<file path="config.mk">
export PLATFORM = sky130hd
export DESIGN_NAME = sequential_servo_pulse_generator
export DESIGN_NICKNAME = d
export VERILOG_FILES = /design/src/rtl/core/ssp_pkg.sv /design/src/rtl/core/ssp_cell.sv /design/src/rtl/core/ssp_timer.sv /design/src/rtl/core/sequential_servo_pulse_generator.sv
export SDC_FILE = /design/constraint.sdc
export NUM_CORES = 1
export LEC_CHECK = 0
export BUFFER_PORTS_ARGS = -buffer_cell sky130_fd_sc_hd__buf_2
export CAP_MARGIN = 20
export CORE_MARGIN = 3
export CORE_UTILIZATION = 58
export CTS_CLUSTER_DIAMETER = 30
export CTS_CLUSTER_SIZE = 8
export DETAILED_ROUTE_END_ITERATION = 10
export PLACE_DENSITY = 0.78
export SLEW_MARGIN = 10
export SYNTH_ARGS = -nofsm -noshare
export SYNTH_HDL_FRONTEND = slang
export SYNTH_HIERARCHICAL = 1
export SYNTH_SLANG_ARGS = --single-unit
</file>
<file path="constraint.sdc">
create_clock -name clk -period 9.24 [get_ports clk]
set_clock_uncertainty 0.1 [all_clocks]
set_input_delay 1.386 -clock clk [delete_from_list [all_inputs] [get_ports clk]]
set_output_delay 1.386 -clock clk [all_outputs]
set_load 0.05 [all_outputs]
</file>
<file path="src/rtl/core/ssp_pkg.sv">
// Shared types, constants and the degree-to-width conversion for the servo pulse generator.
package ssp_pkg;

  // Channel count and derived index width
  localparam int CHANNELS = 6;
  localparam int IDX_W    = $clog2(CHANNELS + 1);

  // Field widths fixed by the interface
  localparam int CHAN_W  = 3;
  localparam int DEG_W   = 8;
  localparam int LINES_W = 6;
  localparam int WIDTH_W = 12;
  localparam int TICK_W  = 16;

  // Timing constants
  localparam logic [TICK_W-1:0]  FRAME_DEFAULT = 16'd20000;
  localparam logic [WIDTH_W-1:0] WIDTH_BASE    = 12'd500;
  localparam logic [WIDTH_W-1:0] WIDTH_RESET   = 12'd500;

  // Reciprocal of nine: exact for products below 2^15 with an 18-bit shift
  localparam int          RECIP_SHIFT = 18;
  localparam logic [14:0] RECIP_NINE  = 15'd29128;
  localparam logic [6:0]  DEG_SCALE   = 7'd100;

  // Input item
  typedef struct packed {
    logic              mode;
    logic [CHAN_W-1:0] channel;
    logic [DEG_W-1:0]  degree;
    logic              enable;
  } in_item_t;

  // Result item
  typedef struct packed {
    logic [LINES_W-1:0] servo_lines;
    logic               frame_start;
  } out_item_t;

  // Broadcast control from the top level to every cell
  typedef struct packed {
    logic               slot_start;
    logic               wr_valid;
    logic [CHAN_W-1:0]  wr_channel;
    logic [WIDTH_W-1:0] wr_width;
    logic               wr_enable;
  } cell_ctrl_t;

  // Data handed from one cell to its neighbor
  typedef struct packed {
    logic               tok;
    logic [WIDTH_W-1:0] width;
  } cell_link_t;

  // Pulse width in microseconds: 100 * degree / 9 + 500
  function automatic logic [WIDTH_W-1:0] deg_to_width(input logic [DEG_W-1:0] deg);
    logic [14:0] scaled;
    logic [29:0] prod;
    logic [WIDTH_W-1:0] quot;
    scaled = 15'(deg) * 15'(DEG_SCALE);
    prod   = 30'(scaled) * 30'(RECIP_NINE);
    quot   = WIDTH_W'(prod >> RECIP_SHIFT);
    return quot + WIDTH_BASE;
  endfunction

endpackage

</file>
<file path="src/rtl/core/ssp_cell.sv">
// One channel cell: stored width and enable, slot token and line state.
module ssp_cell
  import ssp_pkg::*;
(
  input  logic             clk,
  input  logic             rst_n,
  input  logic [IDX_W-1:0] cell_idx,
  input  cell_ctrl_t       ctrl,
  input  cell_link_t       link_in,
  output cell_link_t       link_out,
  output logic             line_nxt
);

  logic [WIDTH_W-1:0] width_r, width_nxt;
  logic               en_r, en_nxt;
  logic               token_r, token_nxt;
  logic               line_r;
  logic               wr_hit;

  assign wr_hit = ctrl.wr_valid && (IDX_W'(ctrl.wr_channel) == cell_idx);

  // Take a new target on a set transfer addressed to this cell
  always_comb begin
    width_nxt = wr_hit ? ctrl.wr_width  : width_r;
    en_nxt    = wr_hit ? ctrl.wr_enable : en_r;
  end

  // Advance the token from the neighbor and latch the line at each slot start
  always_comb begin
    token_nxt = ctrl.slot_start ? link_in.tok : token_r;
    line_nxt  = ctrl.slot_start ? (token_r && en_r) : line_r;
  end

  // Pass own token on, and drive own width onto the chain when holding the token
  always_comb begin
    link_out.tok   = token_r;
    link_out.width = token_r ? width_r : link_in.width;
  end

  always_ff @(posedge clk) begin
    if (!rst_n) begin
      width_r <= WIDTH_RESET;
      en_r    <= 1'b0;
      token_r <= (cell_idx == '0);
      line_r  <= 1'b0;
    end else begin
      width_r <= width_nxt;
      en_r    <= en_nxt;
      token_r <= token_nxt;
      line_r  <= line_nxt;
    end
  end

endmodule

</file>
<file path="src/rtl/core/ssp_timer.sv">
// Slot and frame timer: slot countdown, frame remainder, period register and idle slot token.
module ssp_timer
  import ssp_pkg::*;
(
  input  logic               clk,
  input  logic               rst_n,
  input  logic               tick,
  input  logic               cfg_we,
  input  logic [TICK_W-1:0]  cfg_data,
  input  logic [WIDTH_W-1:0] slot_width,
  input  logic               last_token,
  output logic               slot_start,
  output logic               idle_token
);

  logic [TICK_W-1:0] period_r, period_nxt;
  logic [TICK_W-1:0] slot_left_r, slot_left_nxt;
  logic [TICK_W-1:0] frame_left_r, frame_left_nxt;
  logic              idle_r, idle_nxt;
  logic [TICK_W-1:0] width_ext;
  logic [TICK_W-1:0] idle_len;

  assign slot_start = tick && (slot_left_r == '0);
  assign idle_token = idle_r;
  assign width_ext  = TICK_W'(slot_width);
  assign idle_len   = (frame_left_r == '0) ? TICK_W'(1) : frame_left_r;

  // Hold the period until a configuration write
  assign period_nxt = cfg_we ? cfg_data : period_r;

  // Count down within a slot; on each slot start reload it and update frame remainder and idle token
  always_comb begin
    slot_left_nxt  = slot_left_r;
    frame_left_nxt = frame_left_r;
    idle_nxt       = idle_r;
    if (tick) begin
      if (slot_left_r != '0) begin
        slot_left_nxt = slot_left_r - TICK_W'(1);
      end else if (idle_r) begin
        slot_left_nxt  = idle_len - TICK_W'(1);
        frame_left_nxt = period_r;
        idle_nxt       = 1'b0;
      end else begin
        slot_left_nxt  = (width_ext == '0) ? '0 : width_ext - TICK_W'(1);
        frame_left_nxt = (width_ext > frame_left_r) ? '0 : frame_left_r - width_ext;
        idle_nxt       = last_token;
      end
    end
  end

  always_ff @(posedge clk) begin
    if (!rst_n) begin
      period_r     <= FRAME_DEFAULT;
      slot_left_r  <= '0;
      frame_left_r <= FRAME_DEFAULT;
      idle_r       <= 1'b0;
    end else begin
      period_r     <= period_nxt;
      slot_left_r  <= slot_left_nxt;
      frame_left_r <= frame_left_nxt;
      idle_r       <= idle_nxt;
    end
  end

endmodule

</file>
<file path="src/rtl/core/sequential_servo_pulse_generator.sv">
// Top level of the sequential servo pulse generator: cell chain, timer and output register.
//
//   port group | direction | handshake            | payload
//   in_        | input     | in_valid / in_stall   | in_item_t  (mode, channel, degree, enable)
//   out_       | output    | out_valid / out_stall | out_item_t (servo_lines, frame_start)
//   cfg_       | input     | cfg_we                | frame_period (16 bit)
//
// One item per clock unless the output stalls; a set item writes its cell, a tick item steps
// the timer, and the result appears in the output register on the next cycle.
// The output register alone sets the rate; an item is taken whenever that register is empty
// or being emptied in the same cycle.
// Synchronous active-low reset initializes all cells and the timer, and clears out_valid.
module sequential_servo_pulse_generator
  import ssp_pkg::*;
(
  input  logic              clk,
  input  logic              rst_n,
  input  logic              in_valid,
  output logic              in_stall,
  input  in_item_t          in_data,
  output logic              out_valid,
  input  logic              out_stall,
  output out_item_t         out_data,
  input  logic              cfg_we,
  input  logic [TICK_W-1:0] cfg_data
);

  logic               in_xfer;
  logic               tick;
  logic               slot_start;
  logic               idle_token;
  cell_ctrl_t         ctrl;
  cell_link_t         links [CHANNELS+1];
  logic [CHANNELS-1:0] lines_nxt;
  logic [LINES_W-1:0] lines_out;
  logic               out_valid_r, out_valid_nxt;
  out_item_t          out_data_r, out_data_nxt;

  // Stall only while a result waits and the far side holds it
  assign in_stall = out_valid_r && out_stall;
  assign in_xfer  = in_valid && !in_stall;
  assign tick     = in_xfer && !in_data.mode;

  // Broadcast control to the cells
  always_comb begin
    ctrl.slot_start = slot_start;
    ctrl.wr_valid   = in_xfer && in_data.mode;
    ctrl.wr_channel = in_data.channel;
    ctrl.wr_width   = deg_to_width(in_data.degree);
    ctrl.wr_enable  = in_data.enable;
  end

  // Head of the chain: token from the idle slot, no width
  assign links[0].tok   = idle_token;
  assign links[0].width = '0;

  for (genvar i = 0; i < CHANNELS; i++) begin : g_cell
    ssp_cell u_cell (
      .clk      (clk),
      .rst_n    (rst_n),
      .cell_idx (IDX_W'(i)),
      .ctrl     (ctrl),
      .link_in  (links[i]),
      .link_out (links[i+1]),
      .line_nxt (lines_nxt[i])
    );
  end

  ssp_timer u_timer (
    .clk        (clk),
    .rst_n      (rst_n),
    .tick       (tick),
    .cfg_we     (cfg_we),
    .cfg_data   (cfg_data),
    .slot_width (links[CHANNELS].width),
    .last_token (links[CHANNELS].tok),
    .slot_start (slot_start),
    .idle_token (idle_token)
  );

  // Map cell lines onto the fixed-width line field
  for (genvar j = 0; j < LINES_W; j++) begin : g_line
    if (j < CHANNELS) begin : g_used
      assign lines_out[j] = lines_nxt[j];
    end else begin : g_unused
      assign lines_out[j] = 1'b0;
    end
  end

  // Load a result on each input transfer, drop it once taken
  always_comb begin
    out_data_nxt  = out_data_r;
    out_valid_nxt = out_valid_r && out_stall;
    if (in_xfer) begin
      out_valid_nxt            = 1'b1;
      out_data_nxt.servo_lines = lines_out;
      out_data_nxt.frame_start = slot_start && links[1].tok;
    end
  end

  always_ff @(posedge clk) begin
    if (!rst_n) begin
      out_valid_r <= 1'b0;
    end else begin
      out_valid_r <= out_valid_nxt;
    end
  end

  always_ff @(posedge clk) begin
    out_data_r <= out_data_nxt;
  end

  assign out_valid = out_valid_r;
  assign out_data  = out_data_r;

endmodule

</file>
==> run_results.csv, run 1 <==
group,metric,value,unit
run_status,outcome,"completed",
placed_design,port_buffers,42,
layout,final_util,0.652,
layout,layout-drive-gt1-share,0.145,
clocking,clk_latency,0.43,ns
yosys,yosys_warnings,6,
layout,instances_no_fill,1715,
critical_path,crit_type,"in2reg",
floorplan,num_io_pins,43,
clocking,cts.sinks,147,
yosys,synthTopCellsByArea,"dfxtp_1, ha_1, mux2i_1, mux2_2, fa_1",
floorplan,die_h,152,µm
sta,worst_slew_pin_slew,0.934,ns
routing,wire_per_inst,15.8,µm
layout,antennaDiodeCount,0,
global_routing,antenna_found_initial,0,
yosys,synth_top_family_by_area,"simple AND/OR/NAND/NOR gates",
worst_hold_path,min_path_type,"reg2reg",
placed_design,dp_slack,-0.134,ns
clocking,cts_tree,"yes",
sta,layout_min_cycle_time,8.67,ns
yosys,ys.flop_type,"dfxtp_1",
yosys,ys_seq_area_frac,0.247,
routing,dr.pass1.iters,5,
floorplan,initial_utilization,0.602,
floorplan,row_count,52,
yosys,synthArstFlopShare,0,
critical_path,critical_path_required,9.48,ns
critical_path,setup.worst_path.end_class,"flip-flop",
critical_path,crit_path_end,"g_cell[5].u_cell/width_r[10]",
layout,area_growth_syn_to_layout,8.23,%
placed_design,place_congestion,0.912,
routing,drt-total-wl,27.1,mm
critical_path,slowest_stage,"fa_1",
layout,nNetsFinal,1618,
sta,finalCritPeriodShare,0.938,
routing,drtAntennaViolNets,0,
yosys,synth_seq_cells,147,
critical_path,r2r_cells,14,
clocking,htree_num_levels,4,
critical_path,reg2reg_from,"g_cell[1].u_cell/token_r",
global_routing,grt_start_max_net_pins,140,
critical_path,crit_arrival,8.91,ns
yosys,synth_cell_types,94,
sta,fmax,115,MHz
critical_path,crit_top_cell,"ha_1",
yosys,synthCells,1374,
layout,final_common_cell,"nand2_1",
layout,final_cell_mix,"nand2_1, dfxtp_1, inv_1, ha_1, mux2i_1",
sta,worst_slack,0.572,ns
placed_design,hpwl,19.7,mm
sta,tns,0,ns
critical_path,crit_fanout,6,
global_routing,grt_pass1_wl,46.5,mm
clocking,clk_pin_slew,0.06,ns
critical_path,startpoint_type,"primary input",
clocking,cts-root-buf,"clkbuf_16",
routing,routed_via_density,5.63,
floorplan,die_width,152,µm
yosys,synth-simple-area-share,0.174,
placed_design,place_inst,1683,
clocking,cts-buffers-inserted,17,
sta,rsz0062_at_grt,"no",
clocking,clock_path_buffers,2,
global_routing,grt_pass1_vias,9709,
yosys,synth_top_area_cell,"dfxtp_1",
routing,drt_first_iter_violations,658,
floorplan,dieArea,23200,µm²
yosys,synth-xor-area-share,0.0564,
critical_path,path_buf_inv,4,
critical_path,worstSetupPathDepth,31,
yosys,avgSynthCellArea,9.04,µm²
critical_path,r2r-end,"u_timer/frame_left_r[14]",
yosys,yosys.area.top_type_share,0.216,
routing,route.detailed.drc,0,
yosys,synth_fa_ha_area_frac,0.173,
routing,via_count,9648,
yosys,synth_compound_area_frac,0.128,
sta,hold_viol,0,
job,max-cap-violations,0,
yosys,synth_mux_area_frac,0.145,
floorplan,core,20600,µm²
sta,maxSlewViolCount,0,
critical_path,cpLargestDelayFamily,"adder cells",
critical_path,cp-startpoint,"in_data[3]",
global_routing,grt_usage,0.236,
yosys,synth-edff-count,13,
yosys,netlist_area,12400,µm²
sta,relSlewSlack,0.377,
critical_path,rrSetupSlack,4.59,ns
global_routing,grt-ovfl-total,0,
critical_path,crit_path_max_incr_delay,0.53,ns
sta,setup_viol,0,
-- worst min-delay path by stage --
stage	startpoint	depth (start not counted)	to
3_5_place_dp	g_cell[0].u_cell/width_r[11]	2	g_cell[0].u_cell/width_r[11]
3_3_place_gp	g_cell[0].u_cell/width_r[1]	2	g_cell[0].u_cell/width_r[1]
5_1_grt	g_cell[5].u_cell/width_r[9]	2	g_cell[5].u_cell/width_r[9]
4_1_cts	g_cell[0].u_cell/width_r[11]	2	g_cell[0].u_cell/width_r[11]
6_report	g_cell[3].u_cell/width_r[9]	2	g_cell[3].u_cell/width_r[9]
2_1_floorplan	g_cell[0].u_cell/width_r[0]	2	g_cell[0].u_cell/width_r[0]
-- metal layers --
metal / GRT usage / wire (µm) / vias up
met5: 0 / 0 / -
met4: 0.0595 / 424 / 0
met3: 0.0372 / 1220 / 34
met2: 0.405 / 13000 / 235
met1: 0.311 / 12400 / 4537
li1: - / - / 4842
-- synthesized netlist by cell type, types with 8 or more instances --
cell type    n
ha_1       119
mux2_2      73
and2_1      14
edfxtp_1    13
a31oi_1      9
buf_2       11
nand2b_1    10
a21oi_1     53
nand2_1    149
nor2b_1     88
nor2_1      36
dfxtp_1    134
fa_1        33
inv_1      120
buf_6        9
xor2_1      22
o21a_1      12
nand3_1     34
nor3_1      18
o21ai_0     44
o211ai_1    13
xnor2_1     58
mux2i_1     98
o31ai_1      8
clkbuf_1    34
-- timing repair --
action	4_1_cts	5_1_grt
resized for setup	0	7
endpoints found under the hold margin	0	0
hold buffers	0	0
setup endpoints to repair	0	36
buffers inserted	0	0
-- through the flow --
stage	instance area, µm²	hold slack, ns
6_report	13400	0.356
5_1_grt	13400	0.371
4_1_cts	13400	0.358
3_5_place_dp	12800	0.347
3_3_place_gp	12800	0.338
2_1_floorplan	12600	0.331
-- worst reg2reg max path, cell delays in order, from the launching register on --
cell	delay [ns]
edfxtp_1	0.78
mux2_2	0.41
mux2_2	0.26
mux2_2	0.30
mux2_2	0.27
mux2_2	0.32
ha_1	0.23
inv_1	0.07
fa_1	0.24
a211oi_1	0.11
o21ai_2	0.22
o221ai_2	0.16
a31oi_2	0.66
o21ai_0	0.21
a32oi_1	0.23
-- cells by family (layout without fill, tap and decap cells) --
| group | Yosys count | count (layout) |
|---|---|---|
| muxes | 171 | 171 |
| adders and majority gates | 152 | 152 |
| and+or+nand+nor | 406 | 406 |
| AOI/OAI and AO/OA | 225 | 225 |
| xor gates and xnor gates | 80 | 80 |
| other | 2 | 48 |
| DFF | 147 | 147 |
| buffers and inverters | 191 | 216 |
-- flip-flops by register name, indices dropped and copies added, names as in the netlist --
| name | cells |
|---|---|
| u_timer/period_r | 16 |
| g_cell.u_cell/en_r | 6 |
| g_cell.u_cell/width_r | 72 |
| out_data | 7 |
| out_valid | 1 |
| g_cell.u_cell/token_r | 6 |
| g_cell.u_cell/line_r | 6 |
| u_timer/frame_left_r | 16 |
| u_timer/idle_token | 1 |
| u_timer/slot_left_r | 16 |
-- layout make-up --
| type | instances | area [µm²] |
|---|---|---|
| Timing Repair Buffer | 62 | 367 |
| Tap cell | 270 | 338 |
| Multi-Input combinational cell | 1082 | 8630 |
| Clock buffer | 18 | 429 |
| Sequential cell | 147 | 3070 |
| Clock inverter | 14 | 144 |
| Fill cell | 1710 | 7180 |
| Inverter | 122 | 458 |
Power of run 1 is left out: the tool's default activity adds up to more than one toggle a clock period on the data nets, which glitch-free logic cannot reach.
==> run 2: changes to the inputs <==
--- a/config.mk
+++ b/config.mk
@@ -13,7 +13,7 @@
 export CTS_CLUSTER_SIZE = 8
 export DETAILED_ROUTE_END_ITERATION = 10
 export PLACE_DENSITY = 0.78
-export SLEW_MARGIN = 10
+export RECOVER_POWER = 50
 export SYNTH_ARGS = -nofsm -noshare
 export SYNTH_HDL_FRONTEND = slang
 export SYNTH_HIERARCHICAL = 1
==> run_results.csv, run 2 (synthesized netlist as in run 1, its figures left out) <==
group,metric,value,unit
critical_path,rrSetupSlack,3.89,ns
global_routing,met2_usage,0.405,
placed_design,dp_slack,-0.134,ns
sta,finalCritPeriodShare,0.938,
critical_path,r2r_cells,14,
global_routing,grt_usage,0.236,
critical_path,cp-startpoint,"in_data[3]",
routing,via_count,9665,
global_routing,grt-ovfl-total,0,
critical_path,crit_path_max_incr_delay,0.53,ns
sta,layout_min_cycle_time,8.67,ns
layout,final_common_cell,"nand2_1",
placed_design,place_congestion,0.912,
run_status,outcome,"completed",
global_routing,grt_pass1_vias,9709,
critical_path,slowest_stage,"fa_1",
floorplan,dieArea,23200,µm²
global_routing,antenna_found_initial,0,
critical_path,startpoint_type,"primary input",
layout,antennaDiodeCount,0,
floorplan,die_width,152,µm
floorplan,row_count,52,
sta,fmax,115,MHz
clocking,cts-buffers-inserted,17,
floorplan,initial_utilization,0.602,
critical_path,crit_top_cell,"ha_1",
layout,final_util,0.650,
placed_design,port_buffers,42,
global_routing,grt.busiest_layer,"met2",
clocking,clk_pin_slew,0.06,ns
critical_path,r2r-end,"u_timer/frame_left_r[14]",
routing,drtAntennaViolNets,0,
layout,layout-drive-gt1-share,0.133,
critical_path,crit_fanout,6,
placed_design,place_inst,1683,
routing,dr.pass1.iters,5,
critical_path,critical_path_required,9.48,ns
critical_path,crit_type,"in2reg",
layout,largest_reg_flops,72,
clocking,cts_tree,"yes",
layout,instances_no_fill,1715,
placed_design,hpwl,19.7,mm
global_routing,gr-usage-met3,0.0372,
sta,relSlewSlack,0.0170,
clocking,clk_latency,0.43,ns
routing,routed_via_density,5.64,
critical_path,path_buf_inv,4,
layout,area_growth_syn_to_layout,7.91,%
routing,wire_per_inst,15.8,µm
sta,worst_slack,0.573,ns
global_routing,grt_pass1_wl,46.5,mm
clocking,cts.sinks,147,
job,max-cap-violations,0,
sta,worst_slew_pin_slew,1.47,ns
clocking,hold_buffers,0,
sta,whs,0.356,ns
sta,setup_viol,0,
clocking,cts-root-buf,"clkbuf_16",
clocking,post_cts_buffers,0,
clocking,ctsResizeCount,0,
critical_path,reg2reg_from,"g_cell[1].u_cell/token_r",
sta,maxSlewViolCount,0,
critical_path,crit_path_end,"g_cell[5].u_cell/width_r[10]",
clocking,clock_path_buffers,2,
critical_path,cpLargestDelayFamily,"adder cells",
routing,route.detailed.drc,0,
global_routing,grtUsageMet1,0.311,
global_routing,grt_start_max_net_pins,140,
critical_path,crit_arrival,8.91,ns
clocking,htree_num_levels,4,
worst_hold_path,min_path_type,"reg2reg",
sta,rsz0062_at_grt,"no",
routing,drt_first_iter_violations,661,
critical_path,worstSetupPathDepth,31,
floorplan,num_io_pins,43,
sta,hold_viol,0,
layout,nNetsFinal,1618,
routing,drt-total-wl,27.1,mm
critical_path,setup.worst_path.end_class,"flip-flop",
floorplan,die_h,152,µm
layout,final_cell_mix,"nand2_1, dfxtp_1, inv_1, ha_1, mux2i_1",
floorplan,core,20600,µm²
layout,regMostFlops,"g_cell.u_cell/width_r",
[run 2: worst register-to-register path, delay by kind of cell (launching register included)]
kind	cells	cell delay, ns
muxes	5	1.56
adders and majority gates	2	0.47
AOI/OAI and AO/OA	6	2.29
DFF	1	0.78
buffers and inverters	1	0.07
[run 2: layout make-up]
cell class	count	area [µm²]
Clock buffer	18	429
Clock inverter	14	144
Sequential cell	147	3070
Inverter	122	458
Timing Repair Buffer	62	348
Tap cell	270	338
Fill cell	1725	7220
Multi-Input combinational cell	1082	8610
[run 2: worst min path at each step]
stage	endpoint	slack [ns]	start	cells after the start
final	g_cell[1].u_cell/width_r[3]	0.36	g_cell[1].u_cell/width_r[3]	2
after CTS	g_cell[0].u_cell/width_r[11]	0.36	g_cell[0].u_cell/width_r[11]	2
after floorplan	g_cell[0].u_cell/width_r[0]	0.33	g_cell[0].u_cell/width_r[0]	2
after global routing	g_cell[5].u_cell/width_r[9]	0.37	g_cell[5].u_cell/width_r[9]	2
after detailed placement	g_cell[0].u_cell/width_r[11]	0.35	g_cell[0].u_cell/width_r[11]	2
after global placement	g_cell[0].u_cell/width_r[1]	0.34	g_cell[0].u_cell/width_r[1]	2
[run 2: stage by stage]
stage          cell area (µm²)  TNS, ns
2_1_floorplan            12600        0
3_3_place_gp             12800        0
3_5_place_dp             12800    -1.36
4_1_cts                  13400        0
5_1_grt                  13400        0
6_report                 13400        0
[run 2: per-layer routing]
metal | vias to the layer above | wire length, µm
met5 | - | 0
met4 | 0 | 412
met3 | 33 | 1110
met2 | 230 | 13000
met1 | 4554 | 12600
li1 | 4848 | -
Power of run 2 is left out for the same reason.
